**config.mk**
```make
export PLATFORM = sky130hd
export DESIGN_NAME = lms_adaptive_fir
export DESIGN_NICKNAME = d
export VERILOG_FILES = /design/src/design/lmsf_pkg.sv /design/src/design/lmsf_ram.sv /design/src/design/lms_adaptive_fir.sv
export SDC_FILE = /design/constraint.sdc
export NUM_CORES = 2
export LEC_CHECK = 0
export BUFFER_PORTS_ARGS = -buffer_cell sky130_fd_sc_hd__buf_4
export CAP_MARGIN = 20
export CORE_ASPECT_RATIO = 1.25
export CORE_UTILIZATION = 40
export CTS_BUF_LIST = sky130_fd_sc_hd__clkbuf_16
export CTS_CLUSTER_SIZE = 25
export DETAILED_ROUTE_END_ITERATION = 6
export PLACE_DENSITY_LB_ADDON = 0.25
export SYNTH_ARGS = -nofsm -noshare
export SYNTH_HDL_FRONTEND = slang
export SYNTH_SLANG_ARGS = --single-unit
```
**constraint.sdc**
```tcl
create_clock -name clk -period 18.4 [get_ports clk]
set_clock_uncertainty 0.05 [all_clocks]
set_input_delay 1.84 -clock clk [delete_from_list [all_inputs] [get_ports clk]]
set_output_delay 1.84 -clock clk [all_outputs]
set_load 0.02 [all_outputs]
```
**src/design/lmsf_pkg.sv**
```systemverilog
// Package for the LMS adaptive FIR: channel word types, controller states
// and fixed codes. No dependencies.
`default_nettype none

package lmsf_pkg;

  localparam int SAMPLE_W    = 16;
  localparam int WEIGHT_W    = 24;
  localparam int STEP_W      = 16;
  localparam int TAP_INDEX_W = 6;

  localparam int SAMPLE_MAX = 32767;
  localparam int SAMPLE_MIN = -32768;
  localparam int WEIGHT_MAX = 8388607;
  localparam int WEIGHT_MIN = -8388608;

  // weight update = step * err * sample, Q.46 -> Q.20
  localparam int UPDATE_SHIFT = 26;
  // accumulator Q.35 -> error Q.15
  localparam int ERROR_SHIFT  = 20;

  // scaled error: 17-bit signed step times 16-bit error
  localparam int MU_ERR_W = STEP_W + 1 + SAMPLE_W;
  localparam int PROD_W   = MU_ERR_W + SAMPLE_W;

  localparam logic OP_SAMPLE = 1'b0;
  localparam logic OP_CLEAR  = 1'b1;

  localparam logic MODE_ERROR   = 1'b0;
  localparam logic MODE_WEIGHTS = 1'b1;

  localparam logic REG_STEP_SIZE   = 1'b0;
  localparam logic REG_OUTPUT_MODE = 1'b1;

  typedef struct packed {
    logic                        operation;
    logic signed [SAMPLE_W-1:0]  reference_sample;
    logic signed [SAMPLE_W-1:0]  desired_sample;
  } sample_word_t;

  typedef struct packed {
    logic signed [WEIGHT_W-1:0]  value;
    logic [TAP_INDEX_W-1:0]      tap_index;
    logic                        last;
  } result_word_t;

  typedef enum logic [3:0] {
    ST_CLEAR,
    ST_IDLE,
    ST_FILTER,
    ST_FILTER_DRAIN,
    ST_ERROR,
    ST_SCALE,
    ST_UPDATE,
    ST_UPDATE_DRAIN,
    ST_EMIT
  } state_t;

endpackage

`default_nettype wire

```
**src/design/lmsf_ram.sv**
```systemverilog
// Generic simple dual-port RAM: one write port, one read port with
// registered read data that holds while no read is enabled. No dependencies.
`default_nettype none

module lmsf_ram #(
  parameter int WIDTH = 16,
  parameter int DEPTH = 16
) (
  input  wire logic                     clk,
  input  wire logic                     we,
  input  wire logic [$clog2(DEPTH)-1:0] waddr,
  input  wire logic [WIDTH-1:0]         wdata,
  input  wire logic                     re,
  input  wire logic [$clog2(DEPTH)-1:0] raddr,
  output      logic [WIDTH-1:0]         rdata
);

  logic [WIDTH-1:0] mem [DEPTH];

  always_ff @(posedge clk) begin
    if (we) begin
      mem[waddr] <= wdata;
    end
    if (re) begin
      rdata <= mem[raddr];
    end
  end

endmodule

`default_nettype wire

```
**src/design/lms_adaptive_fir.sv**
```systemverilog
// LMS adaptive FIR filter top level: controller, shared multiplier and the
// history and weight memories. Depends on lmsf_pkg and lmsf_ram.
`default_nettype none

// Channel   Word            Handshake               Direction
// sample    sample_word_t   sample_valid/stall      in
// result    result_word_t   result_valid/stall      out
// config    APB, 32 bits    psel/penable/pready     in (reads back)
//
// A sample word goes through the filter pass, a drain of the read pipeline,
// error and step scaling, the update pass, a second drain, the emit state in
// error mode only and the idle state that accepts the next word. Both passes
// run over the memories through one shared multiplier, one tap per cycle.
// A stalled result holds the emit
// state; in weight mode the update pass advances only as the result register
// frees. Reset and a clear word start a clearing pass over both
// memories; no sample word is taken meanwhile. A finished result waits in
// the result register while the next sample word is accepted.

module lms_adaptive_fir #(
  parameter int TAPS = 16
) (
  input  wire logic                 clk,
  input  wire logic                 rst,
  input  wire logic                 sample_valid,
  output      logic                 sample_stall,
  input  wire lmsf_pkg::sample_word_t sample,
  output      logic                 result_valid,
  input  wire logic                 result_stall,
  output      lmsf_pkg::result_word_t result,
  input  wire logic                 psel,
  input  wire logic                 penable,
  input  wire logic                 pwrite,
  input  wire logic [2:0]           paddr,
  input  wire logic [31:0]          pwdata,
  output      logic [31:0]          prdata,
  output      logic                 pready
);

  localparam int IDX_W  = $clog2(TAPS);
  localparam int ACC_W  = 2 * lmsf_pkg::SAMPLE_W + 8 + $clog2(TAPS);
  localparam int DIFF_W = ACC_W + 2;
  localparam int SW     = lmsf_pkg::SAMPLE_W;
  localparam int WW     = lmsf_pkg::WEIGHT_W;
  localparam logic [IDX_W-1:0] LAST_IDX = IDX_W'(TAPS - 1);

  // Configuration registers
  logic [lmsf_pkg::STEP_W-1:0] step_size;
  logic                        output_mode;

  lmsf_pkg::state_t state, state_next;

  logic [IDX_W-1:0] clr_addr;
  logic [IDX_W-1:0] pos;
  logic [IDX_W-1:0] k;
  logic [IDX_W-1:0] hidx;

  // Read pipeline: stage 1 holds RAM data, stage 2 holds the product
  logic              v1, v2;
  logic [IDX_W-1:0]  k1, k2;
  logic signed [WW-1:0] w2;
  logic signed [lmsf_pkg::PROD_W-1:0] prod;

  logic signed [ACC_W-1:0]  acc;
  logic signed [SW-1:0]     desired;
  logic signed [SW-1:0]     err;
  logic signed [lmsf_pkg::MU_ERR_W-1:0] mu_err;

  // Memory ports
  logic             hist_we, hist_re;
  logic [IDX_W-1:0] hist_waddr;
  logic [SW-1:0]    hist_wdata, hist_rdata;
  logic             wt_we, wt_re;
  logic [IDX_W-1:0] wt_waddr;
  logic [WW-1:0]    wt_wdata, wt_rdata;

  // Control
  logic sample_take;
  logic result_free;
  logic update_pass;
  logic adv;
  logic issue;
  logic retire;
  logic clearing;

  // Datapath
  logic signed [lmsf_pkg::MU_ERR_W-1:0] mult_a;
  logic signed [DIFF_W-1:0] diff;
  logic signed [DIFF_W-1:0] err_wide;
  logic signed [SW-1:0]     err_sat;
  logic signed [lmsf_pkg::PROD_W-1:0] upd_rnd;
  logic signed [lmsf_pkg::PROD_W-1:0] upd_sum;
  logic signed [WW-1:0]     w_new;

  assign pready = 1'b1;

  // Configuration port: write at the access phase, read back by address
  always_ff @(posedge clk) begin
    if (rst) begin
      step_size   <= '0;
      output_mode <= lmsf_pkg::MODE_ERROR;
    end else if (psel && penable && pwrite) begin
      case (paddr[2])
        lmsf_pkg::REG_STEP_SIZE:   step_size   <= pwdata[lmsf_pkg::STEP_W-1:0];
        lmsf_pkg::REG_OUTPUT_MODE: output_mode <= pwdata[0];
        default: ;
      endcase
    end
  end

  always_comb begin
    case (paddr[2])
      lmsf_pkg::REG_STEP_SIZE:   prdata = 32'(step_size);
      lmsf_pkg::REG_OUTPUT_MODE: prdata = 32'(output_mode);
      default:                   prdata = '0;
    endcase
  end

  assign sample_take = sample_valid && !sample_stall;
  assign result_free = !result_valid || !result_stall;
  assign update_pass = (state == lmsf_pkg::ST_UPDATE) ||
                       (state == lmsf_pkg::ST_UPDATE_DRAIN);
  assign clearing    = (state == lmsf_pkg::ST_CLEAR);

  // Next state
  always_comb begin
    state_next = state;
    case (state)
      lmsf_pkg::ST_CLEAR: begin
        if (clr_addr == LAST_IDX) state_next = lmsf_pkg::ST_IDLE;
      end
      lmsf_pkg::ST_IDLE: begin
        if (sample_valid) begin
          if (sample.operation == lmsf_pkg::OP_CLEAR) state_next = lmsf_pkg::ST_CLEAR;
          else                                        state_next = lmsf_pkg::ST_FILTER;
        end
      end
      lmsf_pkg::ST_FILTER: begin
        if (k == LAST_IDX) state_next = lmsf_pkg::ST_FILTER_DRAIN;
      end
      lmsf_pkg::ST_FILTER_DRAIN: begin
        if (!v1 && !v2) state_next = lmsf_pkg::ST_ERROR;
      end
      lmsf_pkg::ST_ERROR: state_next = lmsf_pkg::ST_SCALE;
      lmsf_pkg::ST_SCALE: state_next = lmsf_pkg::ST_UPDATE;
      lmsf_pkg::ST_UPDATE: begin
        if (adv && k == LAST_IDX) state_next = lmsf_pkg::ST_UPDATE_DRAIN;
      end
      lmsf_pkg::ST_UPDATE_DRAIN: begin
        if (!v1 && !v2) begin
          if (output_mode == lmsf_pkg::MODE_ERROR) state_next = lmsf_pkg::ST_EMIT;
          else                                     state_next = lmsf_pkg::ST_IDLE;
        end
      end
      lmsf_pkg::ST_EMIT: begin
        if (result_free) state_next = lmsf_pkg::ST_IDLE;
      end
      default: state_next = lmsf_pkg::ST_CLEAR;
    endcase
  end

  // Control outputs
  always_comb begin
    sample_stall = (state != lmsf_pkg::ST_IDLE);
    // In weight mode every tap retired in the update pass fills the result
    // register, so hold the pipeline while that register is full and stalled.
    adv = !update_pass || (output_mode == lmsf_pkg::MODE_ERROR) || result_free;
    issue = (state == lmsf_pkg::ST_FILTER) || ((state == lmsf_pkg::ST_UPDATE) && adv);
    retire = v2 && adv;

    hist_we    = clearing || (sample_take && sample.operation == lmsf_pkg::OP_SAMPLE);
    hist_waddr = clearing ? clr_addr : pos;
    hist_wdata = clearing ? '0 : sample.reference_sample;
    hist_re    = issue;

    wt_we    = clearing || (retire && update_pass);
    wt_waddr = clearing ? clr_addr : k2;
    wt_wdata = clearing ? '0 : w_new;
    wt_re    = issue;
  end

  lmsf_ram #(.WIDTH(SW), .DEPTH(TAPS)) u_history (
    .clk   (clk),
    .we    (hist_we),
    .waddr (hist_waddr),
    .wdata (hist_wdata),
    .re    (hist_re),
    .raddr (hidx),
    .rdata (hist_rdata)
  );

  lmsf_ram #(.WIDTH(WW), .DEPTH(TAPS)) u_weights (
    .clk   (clk),
    .we    (wt_we),
    .waddr (wt_waddr),
    .wdata (wt_wdata),
    .re    (wt_re),
    .raddr (k),
    .rdata (wt_rdata)
  );

  // Shared multiplier: weight * sample in the filter pass, scaled error *
  // sample in the update pass.
  assign mult_a = update_pass ? mu_err
                              : lmsf_pkg::MU_ERR_W'($signed(wt_rdata));

  // Error: round half up from Q.35 to Q.15, then saturate
  assign diff     = (DIFF_W'(desired) <<< lmsf_pkg::ERROR_SHIFT) - DIFF_W'(acc)
                    + (DIFF_W'(1) <<< (lmsf_pkg::ERROR_SHIFT - 1));
  assign err_wide = diff >>> lmsf_pkg::ERROR_SHIFT;

  always_comb begin
    if (err_wide > DIFF_W'(lmsf_pkg::SAMPLE_MAX))      err_sat = SW'(lmsf_pkg::SAMPLE_MAX);
    else if (err_wide < DIFF_W'(lmsf_pkg::SAMPLE_MIN)) err_sat = SW'(lmsf_pkg::SAMPLE_MIN);
    else                                               err_sat = err_wide[SW-1:0];
  end

  // Weight update: round half up from Q.46 to Q.20, add, saturate
  assign upd_rnd = (prod + (lmsf_pkg::PROD_W'(1) <<< (lmsf_pkg::UPDATE_SHIFT - 1)))
                   >>> lmsf_pkg::UPDATE_SHIFT;
  assign upd_sum = lmsf_pkg::PROD_W'(w2) + upd_rnd;

  always_comb begin
    if (upd_sum > lmsf_pkg::PROD_W'(lmsf_pkg::WEIGHT_MAX))      w_new = WW'(lmsf_pkg::WEIGHT_MAX);
    else if (upd_sum < lmsf_pkg::PROD_W'(lmsf_pkg::WEIGHT_MIN)) w_new = WW'(lmsf_pkg::WEIGHT_MIN);
    else                                                        w_new = upd_sum[WW-1:0];
  end

  // Control registers
  always_ff @(posedge clk) begin
    if (rst) begin
      state    <= lmsf_pkg::ST_CLEAR;
      clr_addr <= '0;
      pos      <= '0;
      v1       <= 1'b0;
      v2       <= 1'b0;
      result_valid <= 1'b0;
    end else begin
      state <= state_next;

      if (clearing) begin
        clr_addr <= (clr_addr == LAST_IDX) ? '0 : clr_addr + 1'b1;
      end

      if (sample_take && sample.operation == lmsf_pkg::OP_CLEAR) begin
        pos <= '0;
      end else if (state == lmsf_pkg::ST_UPDATE_DRAIN && !v1 && !v2) begin
        pos <= (pos == LAST_IDX) ? '0 : pos + 1'b1;
      end

      if (adv) begin
        v1 <= issue;
        v2 <= v1;
      end

      // Result register: load a weight as it retires, or the error at the end
      if (retire && update_pass && output_mode == lmsf_pkg::MODE_WEIGHTS) begin
        result_valid <= 1'b1;
      end else if (state == lmsf_pkg::ST_EMIT && result_free) begin
        result_valid <= 1'b1;
      end else if (result_valid && !result_stall) begin
        result_valid <= 1'b0;
      end
    end
  end

  // Datapath registers
  always_ff @(posedge clk) begin
    if (sample_take) begin
      desired <= sample.desired_sample;
      acc     <= '0;
    end else if (retire && !update_pass) begin
      acc <= acc + $signed(prod[ACC_W-1:0]);
    end

    // Start each pass at tap 0, newest sample first
    if (sample_take || state == lmsf_pkg::ST_SCALE) begin
      k    <= '0;
      hidx <= pos;
    end else if (issue) begin
      k    <= k + 1'b1;
      hidx <= (hidx == '0) ? LAST_IDX : hidx - 1'b1;
    end

    if (adv) begin
      k1   <= k;
      k2   <= k1;
      w2   <= $signed(wt_rdata);
      prod <= mult_a * $signed(hist_rdata);
    end

    if (state == lmsf_pkg::ST_ERROR) begin
      err <= err_sat;
    end
    if (state == lmsf_pkg::ST_SCALE) begin
      mu_err <= $signed({1'b0, step_size}) * err;
    end

    if (retire && update_pass && output_mode == lmsf_pkg::MODE_WEIGHTS) begin
      result.value     <= w_new;
      result.tap_index <= lmsf_pkg::TAP_INDEX_W'(k2);
      result.last      <= (k2 == LAST_IDX);
    end else if (state == lmsf_pkg::ST_EMIT && result_free) begin
      result.value     <= WW'(err);
      result.tap_index <= '0;
      result.last      <= 1'b1;
    end
  end

endmodule

`default_nettype wire
```
==> Implementation_results.wiki <==
{| class="wikitable"
! Metric !! Value
|-
| Result of the run || finished with violations
|-
| Failing checks || design-rule violations
|-
| Worst-case hold slack || 355.7 ps
|-
| Standard cell with the maximum stage delay on the critical path || o311ai_0
|-
| Global-route congestion overflow total || 0
|-
| Hpwl dp || ~120 mm
|-
| Total number of yosys warnings || 0
|-
| Path type of the worst setup path || reg2reg
|-
| GR Util met3 || 0.02497
|-
| Worst Min Path Start || k1[0]
|-
| Most common cell on crit path || fa_1
|-
| Gpl congestion || 0.8428
|-
| Leading area contributor after synthesis || edfxtp_1
|-
| Clock root buffer || clkbuf_16
|-
| Total vias in the final route || ~43000
|-
| Area fraction of the dominant cell type after synthesis || 0.3820
|-
| Setup repair after global routing missed its margin || no
|-
| Row cnt || between 150 and 200
|-
| Critical Path RT || 18770 ps
|-
| First DRT Iteration DRCs || about 2900
|-
| Chip Width || around 370 um
|-
| Avg Cell Area, Syn || ~12 um^2
|-
| Part of the cycle the worst path needs || 0.5291
|-
| Worst slew margin relative to its limit || 0.2047
|-
| Beginning of the critical path || state[3]
|-
| Largest vdd supply drop || approximately 0.11 mV
|-
| Number of different library cells in the post-synthesis netlist || a little over 90
|-
| Data arrival at the endpoint of the critical path || between 10000 and 15000 ps
|-
| Met2 usage in global routing || 0.3655
|-
| Synth-to-layout area growth || 10.15%
|-
| Post-detailed-route wirelength per cell || ~21 um
|-
| Total wire length after detailed routing || about 170 mm
|-
| Final layout net count || about 7000
|-
| Num Clock Sinks || about 940
|-
| Post-synth EDFFs || roughly 860
|-
| Most common flop cell mapped by yosys || edfxtp_1
|-
| Overall global routing resource usage || 0.2088
|-
| Remaining design rule violation count || 4
|-
| Minimum clock period after layout || 9736 ps
|-
| H-tree depth reported by CTS || 3
|-
| Area of the die || between 150000 and 200000 um^2
|-
| Clock tree from TritonCTS || yes
|-
| Global-route track usage on met1 || 0.2710
|-
| Number of maximum-capacitance constraint violations || 0
|-
| Total standard cell area after synthesis || slightly below 70000 um^2
|-
| Wire length of the first global-routing pass || between 200 and 300 mm
|-
| Setup total negative slack || 0 ps
|-
| # resized after CTS || 0
|-
| Critical-path maximum fanout || 25
|-
| Num CTS Buffers || between 80 and 90
|-
| Number of ports placed on the die boundary || approximately 140
|-
| Slowest cell delay on critical path || 800 ps
|-
| Grt peak-use layer || met2
|-
| Number of buffers inserted by hold repair at cts || 0
|-
| Worst setup EP type || flop
|-
| Die Y-Extent || about 460 um
|-
| Largest net degree at the start of global routing || 75
|-
| Final slew viol count || 0
|-
| Count of port buffers added during placement || 103
|-
| Area post-placement || around 71000 um^2
|-
| Post-synthesis sequential element count || approximately 940
|-
| Reg clk slew, reported paths || 70 ps
|-
| Async SR Flop Fraction || 0
|-
| Cell count after synthesis || approximately 5800
|-
| Sequential cell area fraction in the yosys report || 0.4057
|-
| Ratio of cells with drive above 1 in the final layout || 0.1003
|-
| Slew of the pin with the lowest slew margin || roughly 1200 ps
|-
| CTS Buffer Depth || 3
|-
| Clock latency on the worst-skew pair || between 700 and 800 ps
|-
| Final setup violation count || 0
|-
| Number of nets with antenna violations after detailed routing || 0
|-
| Design area || approximately 74000 um^2
|-
| Type of origin of the critical path || flop
|-
| Pwr dens || 92.12 nW/um^2
|-
| CORE AREA || ~170000 um^2
|-
| Crit Reg-Reg Startpoint || state[3]
|-
| Top post-synthesis cells by area || edfxtp_1 38%, fa_1 21%, ha_1 6.2%
|-
| Achievable frequency || a little over 100 MHz
|-
| Post-CTS setup buffer count || 0
|-
| Average via count per standard cell || approximately 5.3
|-
| Path type of the worst min-delay path || reg2reg
|-
| Via count of the first global-routing pass || roughly 46000
|-
| Initial core utilization || 0.4025
|-
| Final hold vios || 0
|-
| Number of antenna violations at the first check in global routing || 5
|-
| Pre-Repair DR Iteration Count || 7
|-
| R2R setup slack || 8660 ps
|-
| P_leak || around 31 nW
|}
==> layout make-up <==
cell class                      count  area, um^2
Antenna cell                        3       7.507
Timing Repair Buffer              222        1763
Multi-Input combinational cell   3707       35980
Sequential cell                   939       27410
Clock buffer                       86        2152
Tap cell                         2210        2765
Inverter                          892        3349
Fill cell                       15589       93360
Clock inverter                     75       954.7
==> critical path, delay by kind of cell (launching register included) <==
family          cells  cell delay (ps)
fa+ha+maj           7             3600
simple gates        8             2430
compound gates      7             2400
flops               1              630
buf+inv             3              150
xor+xnor            1              140
==> layer usage <==
metal | up-vias | wire length [um]
met5 | - | 0
met4 | 0 | 4367
met3 | 277 | 8634
met2 | 1102 | 87460
met1 | 22148 | 73080
li1 | 19387 | -
==> report_power, final <==
part | leakage (nW) | internal [mW] | switching, mW
Clock | 1.56 | 1.11 | 0.844
Combinational | 20.5 | 0.838 | 1.33
Sequential | 8.73 | 2.63 | 0.104
Total | 30.8 | 4.57 | 2.28
==> cells in the final DEF (no fill, tap or decap), types with 25 or more instances in the layout <==
cell type,instances
a31oi_1,27
xor2_1,59
xnor2_1,118
nor3_1,37
a211oi_1,25
mux4_2,152
nand3_1,46
inv_1,914
ha_1,335
mux2i_1,70
buf_4,215
nor2b_1,65
nand4_1,30
a21oi_1,223
fa_1,696
nor2_1,177
and2_1,305
edfxtp_1,859
a21o_1,95
o21ai_0,114
dfxtp_1,77
nand2b_1,46
nand2_1,748
clkbuf_16,86
==> metrics by stage <==
step | total power, mW | utilization | worst slack [ps] | std cells
2_1_floorplan | 4.270 | - | 10370 | 5796
3_3_place_gp | 4.899 | 0.4236 | 8775 | 7955
3_5_place_dp | 4.915 | 0.4241 | 8699 | 7959
4_1_cts | 6.891 | 0.4426 | 8586 | 8120
5_1_grt | 7.215 | 0.4434 | 8102 | 8132
6_report | 6.852 | 0.4434 | 8664 | 8134
==> worst paths after layout <==
check / to / cells past startpoint
max: prod[45] / 26
min: k2[0] / 0
max reg2reg: prod[45] / 26
min reg2reg: k2[0] / 0
==> sequential cells by signal, indices dropped and copies added (netlist names), 24 cells and up <==
signal	count
u_weights.rdata	24
u_weights.mem	384
u_history.mem	256
acc	44
w2	24
result	29
prod	49
mu_err	33
==> cell usage after synthesis, drive strengths merged, types with 46 or more instances <==
master	n
a21o	97
a21oi	224
and2	305
buf	50
clkbuf	208
dfxtp	80
edfxtp	859
fa	696
ha	335
inv	892
mux2i	71
mux4	152
nand2	748
nand2b	46
nand3	46
nor2	212
nor2b	65
o21ai	127
xnor2	118
xor2	59
==> logic make-up (layout without fill, tap and decap cells) <==
logic type,count (synthesis),count (layout),share of synthesized area
other,2,22,0.0001112
xor gates and xnor gates,177,177,0.02296
adders and majority gates,1031,1031,0.2684
AOI/OAI and AO/OA,682,682,0.06595
DFF,939,939,0.4057
and+or+nand+nor,1573,1573,0.1099
muxes,225,225,0.06156
buffers and inverters,1150,1275,0.06534
Note: power is estimated with default switching activity, not from simulation.
